**config.mk**
```make
export PLATFORM = sky130hd
export DESIGN_NAME = lowest_free_slot_allocator_top
export DESIGN_NICKNAME = d
export VERILOG_FILES = /design/src/rtl/core/lfsa_pkg.sv /design/src/rtl/core/lfsa_ctrl.sv /design/src/rtl/core/lfsa_dp.sv /design/src/rtl/core/lowest_free_slot_allocator_top.sv
export SDC_FILE = /design/constraint.sdc
export NUM_CORES = 1
export LEC_CHECK = 0
export BUFFER_PORTS_ARGS = -buffer_cell sky130_fd_sc_hd__clkbuf_2
export CELL_PAD_IN_SITES_DETAIL_PLACEMENT = 0
export CELL_PAD_IN_SITES_GLOBAL_PLACEMENT = 1
export CORE_MARGIN = 2
export CORE_UTILIZATION = 51
export CTS_CLUSTER_SIZE = 12
export DETAILED_ROUTE_END_ITERATION = 8
export PLACE_DENSITY_LB_ADDON = 0.1
export SLEW_MARGIN = 20
export SYNTH_ARGS = -nofsm -noshare
export SYNTH_HDL_FRONTEND = slang
export SYNTH_HIERARCHICAL = 1
export SYNTH_SLANG_ARGS = --single-unit
```
**constraint.sdc**
```tcl
create_clock -name clk -period 10.6 [get_ports clk]
set_clock_uncertainty 0.15 [all_clocks]
set_input_delay 0 -clock clk [delete_from_list [all_inputs] [get_ports clk]]
set_output_delay 0 -clock clk [all_outputs]
set_load 0.02 [all_outputs]
```
**src/rtl/core/lfsa_pkg.sv**
```systemverilog
// Shared types and constants for the lowest-free slot allocator.
package lfsa_pkg;

  localparam int SLOTS       = 256;
  localparam int SLOT_W      = $clog2(SLOTS);
  localparam int CNT_W       = SLOT_W + 1;
  localparam int CHUNK       = 8;
  localparam int CHUNK_W     = $clog2(CHUNK);
  localparam int CHUNKS      = SLOTS / CHUNK;
  localparam int CHUNK_IDX_W = $clog2(CHUNKS);
  localparam int MARGIN_W    = 8;
  localparam int RAND_W      = 16;
  localparam int DIV_CNT_W   = $clog2(RAND_W);
  localparam int ACTION_W    = 2;
  localparam int STATUS_W    = 2;

  localparam logic [MARGIN_W-1:0] MARGIN_RESET = MARGIN_W'(8);
  localparam logic [SLOTS-1:0]    OCC_RESET    = {{(SLOTS-1){1'b0}}, 1'b1};

  typedef enum logic [ACTION_W-1:0] {
    ACT_ALLOC = 2'd0,
    ACT_FREE  = 2'd1,
    ACT_PICK  = 2'd2
  } action_t;

  typedef enum logic [STATUS_W-1:0] {
    ST_OK   = 2'd0,
    ST_FULL = 2'd1,
    ST_NONE = 2'd2,
    ST_FAIL = 2'd3
  } status_t;

  typedef enum logic [1:0] {
    CH_HOLD,
    CH_HINT,
    CH_ZERO,
    CH_INC
  } chunk_op_t;

  typedef enum logic [1:0] {
    MODE_HI,
    MODE_LO,
    MODE_PICK
  } scan_mode_t;

  typedef enum logic [1:0] {
    SEL_ZERO,
    SEL_GIVEN,
    SEL_FOUND,
    SEL_REQ
  } slot_sel_t;

  typedef enum logic [2:0] {
    S_IDLE,
    S_DECODE,
    S_SCAN_HI,
    S_SCAN_LO,
    S_DIV,
    S_PICK_LOAD,
    S_PICK
  } state_t;

  typedef struct packed {
    logic       load;
    chunk_op_t  chunk_op;
    scan_mode_t mode;
    logic       alloc_commit;
    logic       hint_load;
    logic       free_commit;
    logic       div_init;
    logic       div_step;
    logic       k_load;
    logic       k_sub;
    logic       finish;
    status_t    fin_status;
    slot_sel_t  fin_sel;
  } lfsa_cmd_t;

  typedef struct packed {
    logic [ACTION_W-1:0] action;
    logic                full;
    logic                free_bad;
    logic                pick_none;
    logic                create_ok;
    logic                hit;
    logic                last_chunk;
    logic                hint_chunk;
    logic                div_last;
  } lfsa_stat_t;

endpackage

```
**src/rtl/core/lfsa_ctrl.sv**
```systemverilog
// Request sequencer for the slot allocator: decode, scan, divide and pick phases.
module lfsa_ctrl (
  input  logic               clk,
  input  logic               rst,
  input  logic               start,
  output logic               busy,
  input  lfsa_pkg::lfsa_stat_t stat,
  output lfsa_pkg::lfsa_cmd_t  cmd
);
  import lfsa_pkg::*;

  state_t state;
  state_t state_next;

  always_ff @(posedge clk) begin
    if (rst) begin
      state <= S_IDLE;
    end else begin
      state <= state_next;
    end
  end

  assign busy = (state != S_IDLE);

  always_comb begin
    state_next = state;
    case (state)
      S_IDLE: begin
        if (start) state_next = S_DECODE;
      end
      S_DECODE: begin
        case (stat.action)
          ACT_ALLOC: state_next = stat.full ? S_IDLE : S_SCAN_HI;
          ACT_PICK:  state_next = stat.pick_none ? S_IDLE : S_DIV;
          default:   state_next = S_IDLE;
        endcase
      end
      S_SCAN_HI: begin
        if (stat.hit) state_next = S_IDLE;
        else if (stat.last_chunk) state_next = S_SCAN_LO;
      end
      S_SCAN_LO: begin
        if (stat.hit || stat.hint_chunk) state_next = S_IDLE;
      end
      S_DIV: begin
        if (stat.div_last) state_next = S_PICK_LOAD;
      end
      S_PICK_LOAD: state_next = S_PICK;
      S_PICK: begin
        if (stat.hit || stat.last_chunk) state_next = S_IDLE;
      end
      default: state_next = S_IDLE;
    endcase
  end

  always_comb begin
    cmd            = '0;
    cmd.chunk_op   = CH_HOLD;
    cmd.mode       = MODE_HI;
    cmd.fin_status = ST_NONE;
    cmd.fin_sel    = SEL_ZERO;
    case (state)
      S_IDLE: begin
        cmd.load = start;
      end
      S_DECODE: begin
        case (stat.action)
          ACT_ALLOC: begin
            if (stat.full) begin
              cmd.finish     = 1'b1;
              cmd.fin_status = ST_FULL;
            end else begin
              cmd.chunk_op = CH_HINT;
            end
          end
          ACT_FREE: begin
            cmd.finish = 1'b1;
            if (!stat.free_bad) begin
              cmd.free_commit = 1'b1;
              cmd.fin_status  = ST_OK;
              cmd.fin_sel     = SEL_REQ;
            end
          end
          ACT_PICK: begin
            if (stat.pick_none) cmd.finish = 1'b1;
            else cmd.div_init = 1'b1;
          end
          default: cmd.finish = 1'b1;
        endcase
      end
      S_SCAN_HI, S_SCAN_LO: begin
        cmd.mode = (state == S_SCAN_HI) ? MODE_HI : MODE_LO;
        // nothing else free: hint stays on the slot handed out
        if (stat.hit || (state == S_SCAN_LO && stat.hint_chunk)) begin
          cmd.alloc_commit = 1'b1;
          cmd.hint_load    = stat.hit;
          cmd.finish       = 1'b1;
          cmd.fin_status   = stat.create_ok ? ST_OK : ST_FAIL;
          cmd.fin_sel      = stat.create_ok ? SEL_GIVEN : SEL_ZERO;
        end else if (state == S_SCAN_HI && stat.last_chunk) begin
          cmd.chunk_op = CH_ZERO;
        end else begin
          cmd.chunk_op = CH_INC;
        end
      end
      S_DIV: begin
        cmd.div_step = 1'b1;
      end
      S_PICK_LOAD: begin
        cmd.k_load   = 1'b1;
        cmd.chunk_op = CH_ZERO;
      end
      S_PICK: begin
        cmd.mode = MODE_PICK;
        if (stat.hit) begin
          cmd.finish     = 1'b1;
          cmd.fin_status = ST_OK;
          cmd.fin_sel    = SEL_FOUND;
        end else if (stat.last_chunk) begin
          cmd.finish = 1'b1;
        end else begin
          cmd.chunk_op = CH_INC;
          cmd.k_sub    = 1'b1;
        end
      end
      default: ;
    endcase
  end

endmodule

```
**src/rtl/core/lfsa_dp.sv**
```systemverilog
// Datapath: occupancy bits, hint, live count, chunk scanner, modulo unit, result registers.
module lfsa_dp (
  input  logic                           clk,
  input  logic                           rst,
  input  logic                           cfg_we,
  input  logic [lfsa_pkg::MARGIN_W-1:0]  cfg_data,
  input  logic [lfsa_pkg::ACTION_W-1:0]  action,
  input  logic [lfsa_pkg::SLOT_W-1:0]    slot_id,
  input  logic                           create_ok,
  input  logic [lfsa_pkg::RAND_W-1:0]    rand_value,
  input  lfsa_pkg::lfsa_cmd_t            cmd,
  output lfsa_pkg::lfsa_stat_t           stat,
  output logic                           done,
  output logic [lfsa_pkg::STATUS_W-1:0]  status,
  output logic [lfsa_pkg::SLOT_W-1:0]    slot_out
);
  import lfsa_pkg::*;

  // held request
  logic [ACTION_W-1:0]    act_q;
  logic [SLOT_W-1:0]      slot_q;
  logic                   ok_q;

  logic [MARGIN_W-1:0]    margin;
  logic [SLOTS-1:0]       occ;
  logic [SLOT_W-1:0]      hint;
  logic [CNT_W-1:0]       count;

  logic [CHUNK_IDX_W-1:0] chunk;
  logic [RAND_W-1:0]      rsh;
  logic [SLOT_W-1:0]      rem;
  logic [DIV_CNT_W-1:0]   div_cnt;
  logic [SLOT_W-1:0]      k;

  status_t                status_q;
  logic [SLOT_W-1:0]      slot_res;

  logic [CHUNK-1:0]       occ_chunk;
  logic [CHUNK-1:0]       scan_bits;
  logic [CHUNK_W-1:0]     sel_low;
  logic [CHUNK_W-1:0]     sel_kth;
  logic [CHUNK_W:0]       pop;
  logic [CHUNK_W:0]       run;
  logic [SLOT_W-1:0]      idx;
  logic [SLOT_W-1:0]      found;
  logic                   hit;
  logic [CNT_W:0]         need;
  logic [SLOT_W-1:0]      divisor;
  logic [SLOT_W:0]        trial;
  logic [SLOT_W:0]        trial_sub;

  assign occ_chunk = occ[{chunk, CHUNK_W'(0)} +: CHUNK];

  always_comb begin
    scan_bits = '0;
    sel_low   = '0;
    sel_kth   = '0;
    pop       = '0;
    run       = '0;
    idx       = '0;
    for (int j = 0; j < CHUNK; j++) begin
      idx = {chunk, CHUNK_W'(j)};
      case (cmd.mode)
        MODE_HI:   scan_bits[j] = !occ_chunk[j] && (idx != '0) && (idx > hint);
        MODE_LO:   scan_bits[j] = !occ_chunk[j] && (idx != '0) && (idx < hint);
        MODE_PICK: scan_bits[j] = occ_chunk[j] && (idx != '0);
        default:   scan_bits[j] = 1'b0;
      endcase
    end
    for (int j = CHUNK - 1; j >= 0; j--) begin
      if (scan_bits[j]) sel_low = CHUNK_W'(j);
    end
    // k-th set bit inside the chunk
    for (int j = 0; j < CHUNK; j++) begin
      if (scan_bits[j]) begin
        run = run + 1'b1;
        if ({{(SLOT_W-CHUNK_W-1){1'b0}}, run} == k) sel_kth = CHUNK_W'(j);
      end
    end
    pop = run;
  end

  always_comb begin
    if (cmd.mode == MODE_PICK) begin
      hit   = ({{(SLOT_W-CHUNK_W-1){1'b0}}, pop} >= k);
      found = {chunk, sel_kth};
    end else begin
      hit   = |scan_bits;
      found = {chunk, sel_low};
    end
  end

  assign need      = {1'b0, count} + {{(CNT_W+1-MARGIN_W){1'b0}}, margin};
  assign divisor   = SLOT_W'(count - CNT_W'(1));
  assign trial     = {rem, rsh[RAND_W-1]};
  assign trial_sub = trial - {1'b0, divisor};

  always_comb begin
    stat            = '0;
    stat.action     = act_q;
    stat.full       = (need > (CNT_W+1)'(SLOTS)) || (hint == '0) || occ[hint];
    stat.free_bad   = (slot_q == '0) || ({1'b0, slot_q} >= CNT_W'(SLOTS)) || !occ[slot_q];
    stat.pick_none  = (count <= CNT_W'(1));
    stat.create_ok  = ok_q;
    stat.hit        = hit;
    stat.last_chunk = (chunk == CHUNK_IDX_W'(CHUNKS - 1));
    stat.hint_chunk = (chunk == hint[SLOT_W-1:CHUNK_W]);
    stat.div_last   = (div_cnt == DIV_CNT_W'(RAND_W - 1));
  end

  // control and architectural state
  always_ff @(posedge clk) begin
    if (rst) begin
      margin <= MARGIN_RESET;
      occ    <= OCC_RESET;
      hint   <= SLOT_W'(1);
      count  <= CNT_W'(1);
      done   <= 1'b0;
    end else begin
      done <= cmd.finish;
      if (cfg_we) margin <= cfg_data;
      if (cmd.alloc_commit) begin
        if (cmd.hint_load) hint <= found;
        if (ok_q) begin
          occ[hint] <= 1'b1;
          count     <= count + CNT_W'(1);
        end
      end
      if (cmd.free_commit) begin
        occ[slot_q] <= 1'b0;
        if (count != '0) count <= count - CNT_W'(1);
        if (slot_q < hint) hint <= slot_q;
      end
    end
  end

  // request payload, scan position, modulo unit, result
  always_ff @(posedge clk) begin
    if (cmd.load) begin
      act_q  <= action;
      slot_q <= slot_id;
      ok_q   <= create_ok;
      rsh    <= rand_value;
    end
    case (cmd.chunk_op)
      CH_HINT: chunk <= hint[SLOT_W-1:CHUNK_W];
      CH_ZERO: chunk <= '0;
      CH_INC:  chunk <= chunk + CHUNK_IDX_W'(1);
      default: ;
    endcase
    if (cmd.div_init) begin
      rem     <= '0;
      div_cnt <= '0;
    end
    if (cmd.div_step) begin
      rem     <= (trial >= {1'b0, divisor}) ? trial_sub[SLOT_W-1:0] : trial[SLOT_W-1:0];
      rsh     <= {rsh[RAND_W-2:0], 1'b0};
      div_cnt <= div_cnt + DIV_CNT_W'(1);
    end
    if (cmd.k_load) k <= rem + SLOT_W'(1);
    if (cmd.k_sub)  k <= k - {{(SLOT_W-CHUNK_W-1){1'b0}}, pop};
    if (cmd.finish) begin
      status_q <= cmd.fin_status;
      case (cmd.fin_sel)
        SEL_GIVEN: slot_res <= hint;
        SEL_FOUND: slot_res <= found;
        SEL_REQ:   slot_res <= slot_q;
        default:   slot_res <= '0;
      endcase
    end
  end

  assign status   = status_q;
  assign slot_out = slot_res;

endmodule

```
**src/rtl/core/lowest_free_slot_allocator_top.sv**
```systemverilog
// Lowest-free slot allocator: sequencer plus datapath.
// A request is taken when start is high and busy is low; its result shows for one
// cycle with done. Free and all refusals finish in the decode state. Allocate runs
// the 8-slot-per-cycle occupancy scan (up to 33 chunk checks: above the hint, then
// wrapped from the bottom back to the hint's chunk).
// Pick: a bit-serial modulo, then a scan from slot 0.
// One request at a time: a new one is taken only once busy drops; done cannot be held off.
// Synchronous reset: slot 0 held, hint 1, count 1, margin 8.
module lowest_free_slot_allocator_top (
  input  logic                          clk,
  input  logic                          rst,
  input  logic                          start,
  output logic                          busy,
  input  logic [lfsa_pkg::ACTION_W-1:0] action,
  input  logic [lfsa_pkg::SLOT_W-1:0]   slot_id,
  input  logic                          create_ok,
  input  logic [lfsa_pkg::RAND_W-1:0]   rand_value,
  output logic                          done,
  output logic [lfsa_pkg::STATUS_W-1:0] status,
  output logic [lfsa_pkg::SLOT_W-1:0]   slot_out,
  input  logic                          cfg_valid,
  output logic                          cfg_ready,
  input  logic [lfsa_pkg::MARGIN_W-1:0] reserve_margin
);
  import lfsa_pkg::*;

  lfsa_cmd_t  cmd;
  lfsa_stat_t stat;

  assign cfg_ready = 1'b1;

  lfsa_ctrl u_ctrl (
    .clk   (clk),
    .rst   (rst),
    .start (start),
    .busy  (busy),
    .stat  (stat),
    .cmd   (cmd)
  );

  lfsa_dp u_dp (
    .clk        (clk),
    .rst        (rst),
    .cfg_we     (cfg_valid && cfg_ready),
    .cfg_data   (reserve_margin),
    .action     (action),
    .slot_id    (slot_id),
    .create_ok  (create_ok),
    .rand_value (rand_value),
    .cmd        (cmd),
    .stat       (stat),
    .done       (done),
    .status     (status),
    .slot_out   (slot_out)
  );

endmodule

```
==> key figures <==
Run status
  • Status: finished, final reports clean

Die
  • Initial Util: between 50% and 60%
  • Row cnt: just under 80
  • IO Pins: between 50 and 60
  • DIE AREA: 46300 um2
  • Core Box Area: between 40000 and 50000 um2
  • Die Span Y: about 220 um
  • Die Wd: between 200 and 250 um

Critical path
  • Reg-to-reg endpoint: u_dp/occ[196]
  • Critical path class: reg2reg
  • Reg2Reg Depth: 41
  • Reg-to-reg critical path startpoint: u_dp/chunk[0]
  • CP dominant cell by count: ha_1
  • Crit start category: flop
  • CP max FO: 57
  • CP Capture Type: flop
  • R2r setup slk: slightly above 700 ps
  • Slowest cell on the critical path: mux4_2
  • Worst Path Required: between 10000 and 15000 ps
  • Worst Path Arrival: ~10000 ps
  • CP max stage delay: 590 ps

Routing
  • ANT nets after route: 0
  • Final WL: around 85000 um
  • Vias per cell: just over 7
  • DRT Pass-1 Iters: 6
  • Routed WL per cell: approximately 30 um
  • DRC Markers: 0
  • DR vias: 20300
  • DR iter-0 viols: between 2000 and 3000

Timing
  • Fmax: ~100 MHz
  • Worst-Margin Slew: 1280 ps
  • Hold Vio Cnt, Final: 0
  • PnR worst setup slack: 704 ps
  • Final setup viols: 0
  • RSZ-0062 raised after global routing: no
  • Min Hold Slack: between 30 and 40 ps
  • Rel. slew slack: 14.5%
  • Final Critical Period: roughly 10000 ps
  • Pins over their slew limit: 0
  • Tcrit/Tclk final: 93.4%
  • Setup_tns: 0 ps

Layout
  • Share of cells above drive strength 1: 21.8%
  • Post-layout util: just under 60%
  • Final nets: between 2000 and 2500
  • Area growth, synth to finish: 12.4%
  • Diode count: 0

Synth
  • Post-Syn Area per Cell: ~10 um2
  • Yosys reg bits: 347
  • Synth warn: 6
  • Area leader, netlist: dfxtp_1
  • Cell count after synthesis: 2203
  • Post-synth top flop: dfxtp_1
  • Most common cell in the synthesized netlist: a21oi_1
  • Synthesized Nets: roughly 2300
  • Synth top cells by count: a21oi_1 (304), dfxtp_1 (286), a211oi_1 (260)
  • Post-synthesis sequential area ratio: 33.2%
  • FFs w/ async S/R, synth: 0%
  • Synth top area share: between 20 and 30%
  • Area contributors post-synth: dfxtp_1 (25%), mux4_2 (22%), a211oi_1 (8.6%), edfxtp_1 (8.0%), a21oi_1 (6.7%)
  • Post-synth EDFFs: about 60
  • Synth Cell Area: about 23000 um2
  • Number of library cell types mapped by synthesis: between 90 and 100

Global routing
  • First-pass GRT wire length: around 130000 um
  • Global route total overflow: 0
  • Aggregate global-route resource usage: 36.7%
  • Largest net degree at the start of global routing: about 110
  • Vias in the first global route: roughly 20000
  • Initial antenna violation count: 1

Clocking
  • Clock Tree Buf Depth: 3
  • Clk_lat worst skew: just under 600 ps
  • Clk root buf: clkbuf_16
  • CTS Sinks: approximately 350
  • Clk slew on worst S/H paths: approximately 60 ps
  • H-tree depth: 2
  • Post-CTS setup buffers: 0
  • TritonCTS Buffers: slightly above 40
  • TritonCTS clock tree: built

Placed design
  • Post-DP HPWL: ~57000 um
  • IO buf count: 50
  • Final Wtd Congestion: 1.06
  • Setup Slack @ Placement: 590 ps

Pwr
  • P per Cell Area: approximately 120 nW/um2
  • LEAKAGE: between 8 and 9 nW
  • Maximum ir drop on the vdd rail: 0.121 mV

Worst hold path
  • Hold Path Origin: slot_id[6]
  • Hold path endpoint: u_dp/slot_q[6]
  • Hold Path Stages: 2
  • Hold Path Class: in2reg

Run
  • Max-Cap Viols: 0
==> metrics by stage <==
| step | cells | cell area, um2 | total power, mW |
|---|---|---|---|
| 6_report | 2840 | 25600 | 3.18 |
| 5_1_grt | 2840 | 25600 | 3.28 |
| 4_1_cts | 2840 | 25500 | 3.19 |
| 3_5_place_dp | 2707 | 23600 | 1.75 |
| 3_3_place_gp | 2707 | 23600 | 1.75 |
| 2_1_floorplan | 2203 | 22800 | 1.66 |
==> where the power goes <==
group	internal (mW)	switching [mW]
Sequential	1.36	0.0106
Combinational	0.153	0.228
Clock	0.834	0.598
Total	2.34	0.837
==> critical path, delay by kind of cell, from the launching register on <==
| family | cells | cell delay (ps) |
|---|---|---|
| compound gates | 13 | 2290 |
| simple gates | 10 | 1360 |
| buf+inv | 6 | 1270 |
| fa+ha+maj | 7 | 2360 |
| mux | 5 | 1860 |
| flops | 1 | 380 |
==> cells by family (layout without fill, tap and decap cells) <==
group,Yosys count,count (layout),share of synthesized area [%]
flops,347,347,33.2
xor+xnor,78,78,3.19
mux,284,284,24.9
fa+ha+maj,53,53,3.00
compound gates,759,759,21.6
other cells,1,1,0.0165
buf+inv,263,308,4.72
simple gates,418,418,9.30
==> layout make-up <==
type	count	area, um2
inverter	42	161
tap	592	741
timing repair buffer	191	1480
clock buffer	59	1190
clock inverter	16	149
multi-input combinational	1593	14300
fill	3903	18600
sequential	347	7570
==> how the worst max path moves through the flow <==
stage / slack [ps] / cells after the start / end / from
final: 700 / 41 / u_dp/occ[196] / u_dp/chunk[0]
after global routing: 6 / 41 / u_dp/occ[196] / u_dp/chunk[0]
after floorplan: 1220 / 46 / u_dp/occ[19] / u_dp/chunk[1]
after detailed placement: 590 / 43 / u_dp/occ[252] / u_dp/hint[4]
after global placement: 790 / 44 / u_dp/occ[183] / u_dp/hint[4]
after CTS: 510 / 43 / u_dp/occ[196] / u_dp/hint[4]
==> metal layers <==
layer	wire (um)	part of all wire, %	track usage (%)
met4	5910	6.9	23.0
met3	8170	9.6	8.31
met1	32100	38	46.2
met5	0	0	0
met2	39000	46	57.3
==> state kept, by name (all words and copies together) (netlist names), 8 cells and up <==
signal	flops
u_dp/rsh	16
u_dp/count	9
u_dp/rem	8
u_dp/occ	256
u_dp/margin	8
u_dp/slot_out	8
u_dp/hint	8
u_dp/k	8
u_dp/slot_q	8
==> layout by cell type, fill, tap and decap left out, types with 7 or more instances in the layout <==
cell type,instances
a31oi_1,10
mux2i_1,49
xnor2_1,43
inv_1,39
and3_1,15
a21o_1,22
a41oi_1,7
nor3_2,12
nor2_1,97
nand2b_1,21
xor2_1,30
dfxtp_1,283
o21ai_0,42
dlygate4sd3_1,58
nor2b_1,22
nor4_1,8
clkbuf_1,9
buf_4,80
mux4_2,224
clkbuf_8,8
a211oi_1,260
nand4_1,13
nand3_1,29
a21oi_1,304
edfxtp_1,61
o22ai_1,10
clkbuf_16,42
nor3_1,35
mux2_2,8
o21bai_1,7
clkbuf_2,49
nand2_1,85
and2_1,22
a22o_1,23
a22oi_1,8
nor4_2,7
a211o_1,8
ha_1,49
nor2_2,13
==> repair_timing <==
| item | in CTS | in global routing |
|---|---|---|
| endpoints found under the setup margin | 0 | 255 |
| gates resized for setup | 0 | 3 |
| hold buffers | 58 | 0 |
| endpoints found under the hold margin | 99 | 0 |
Note: power is estimated with default switching activity, not from simulation.
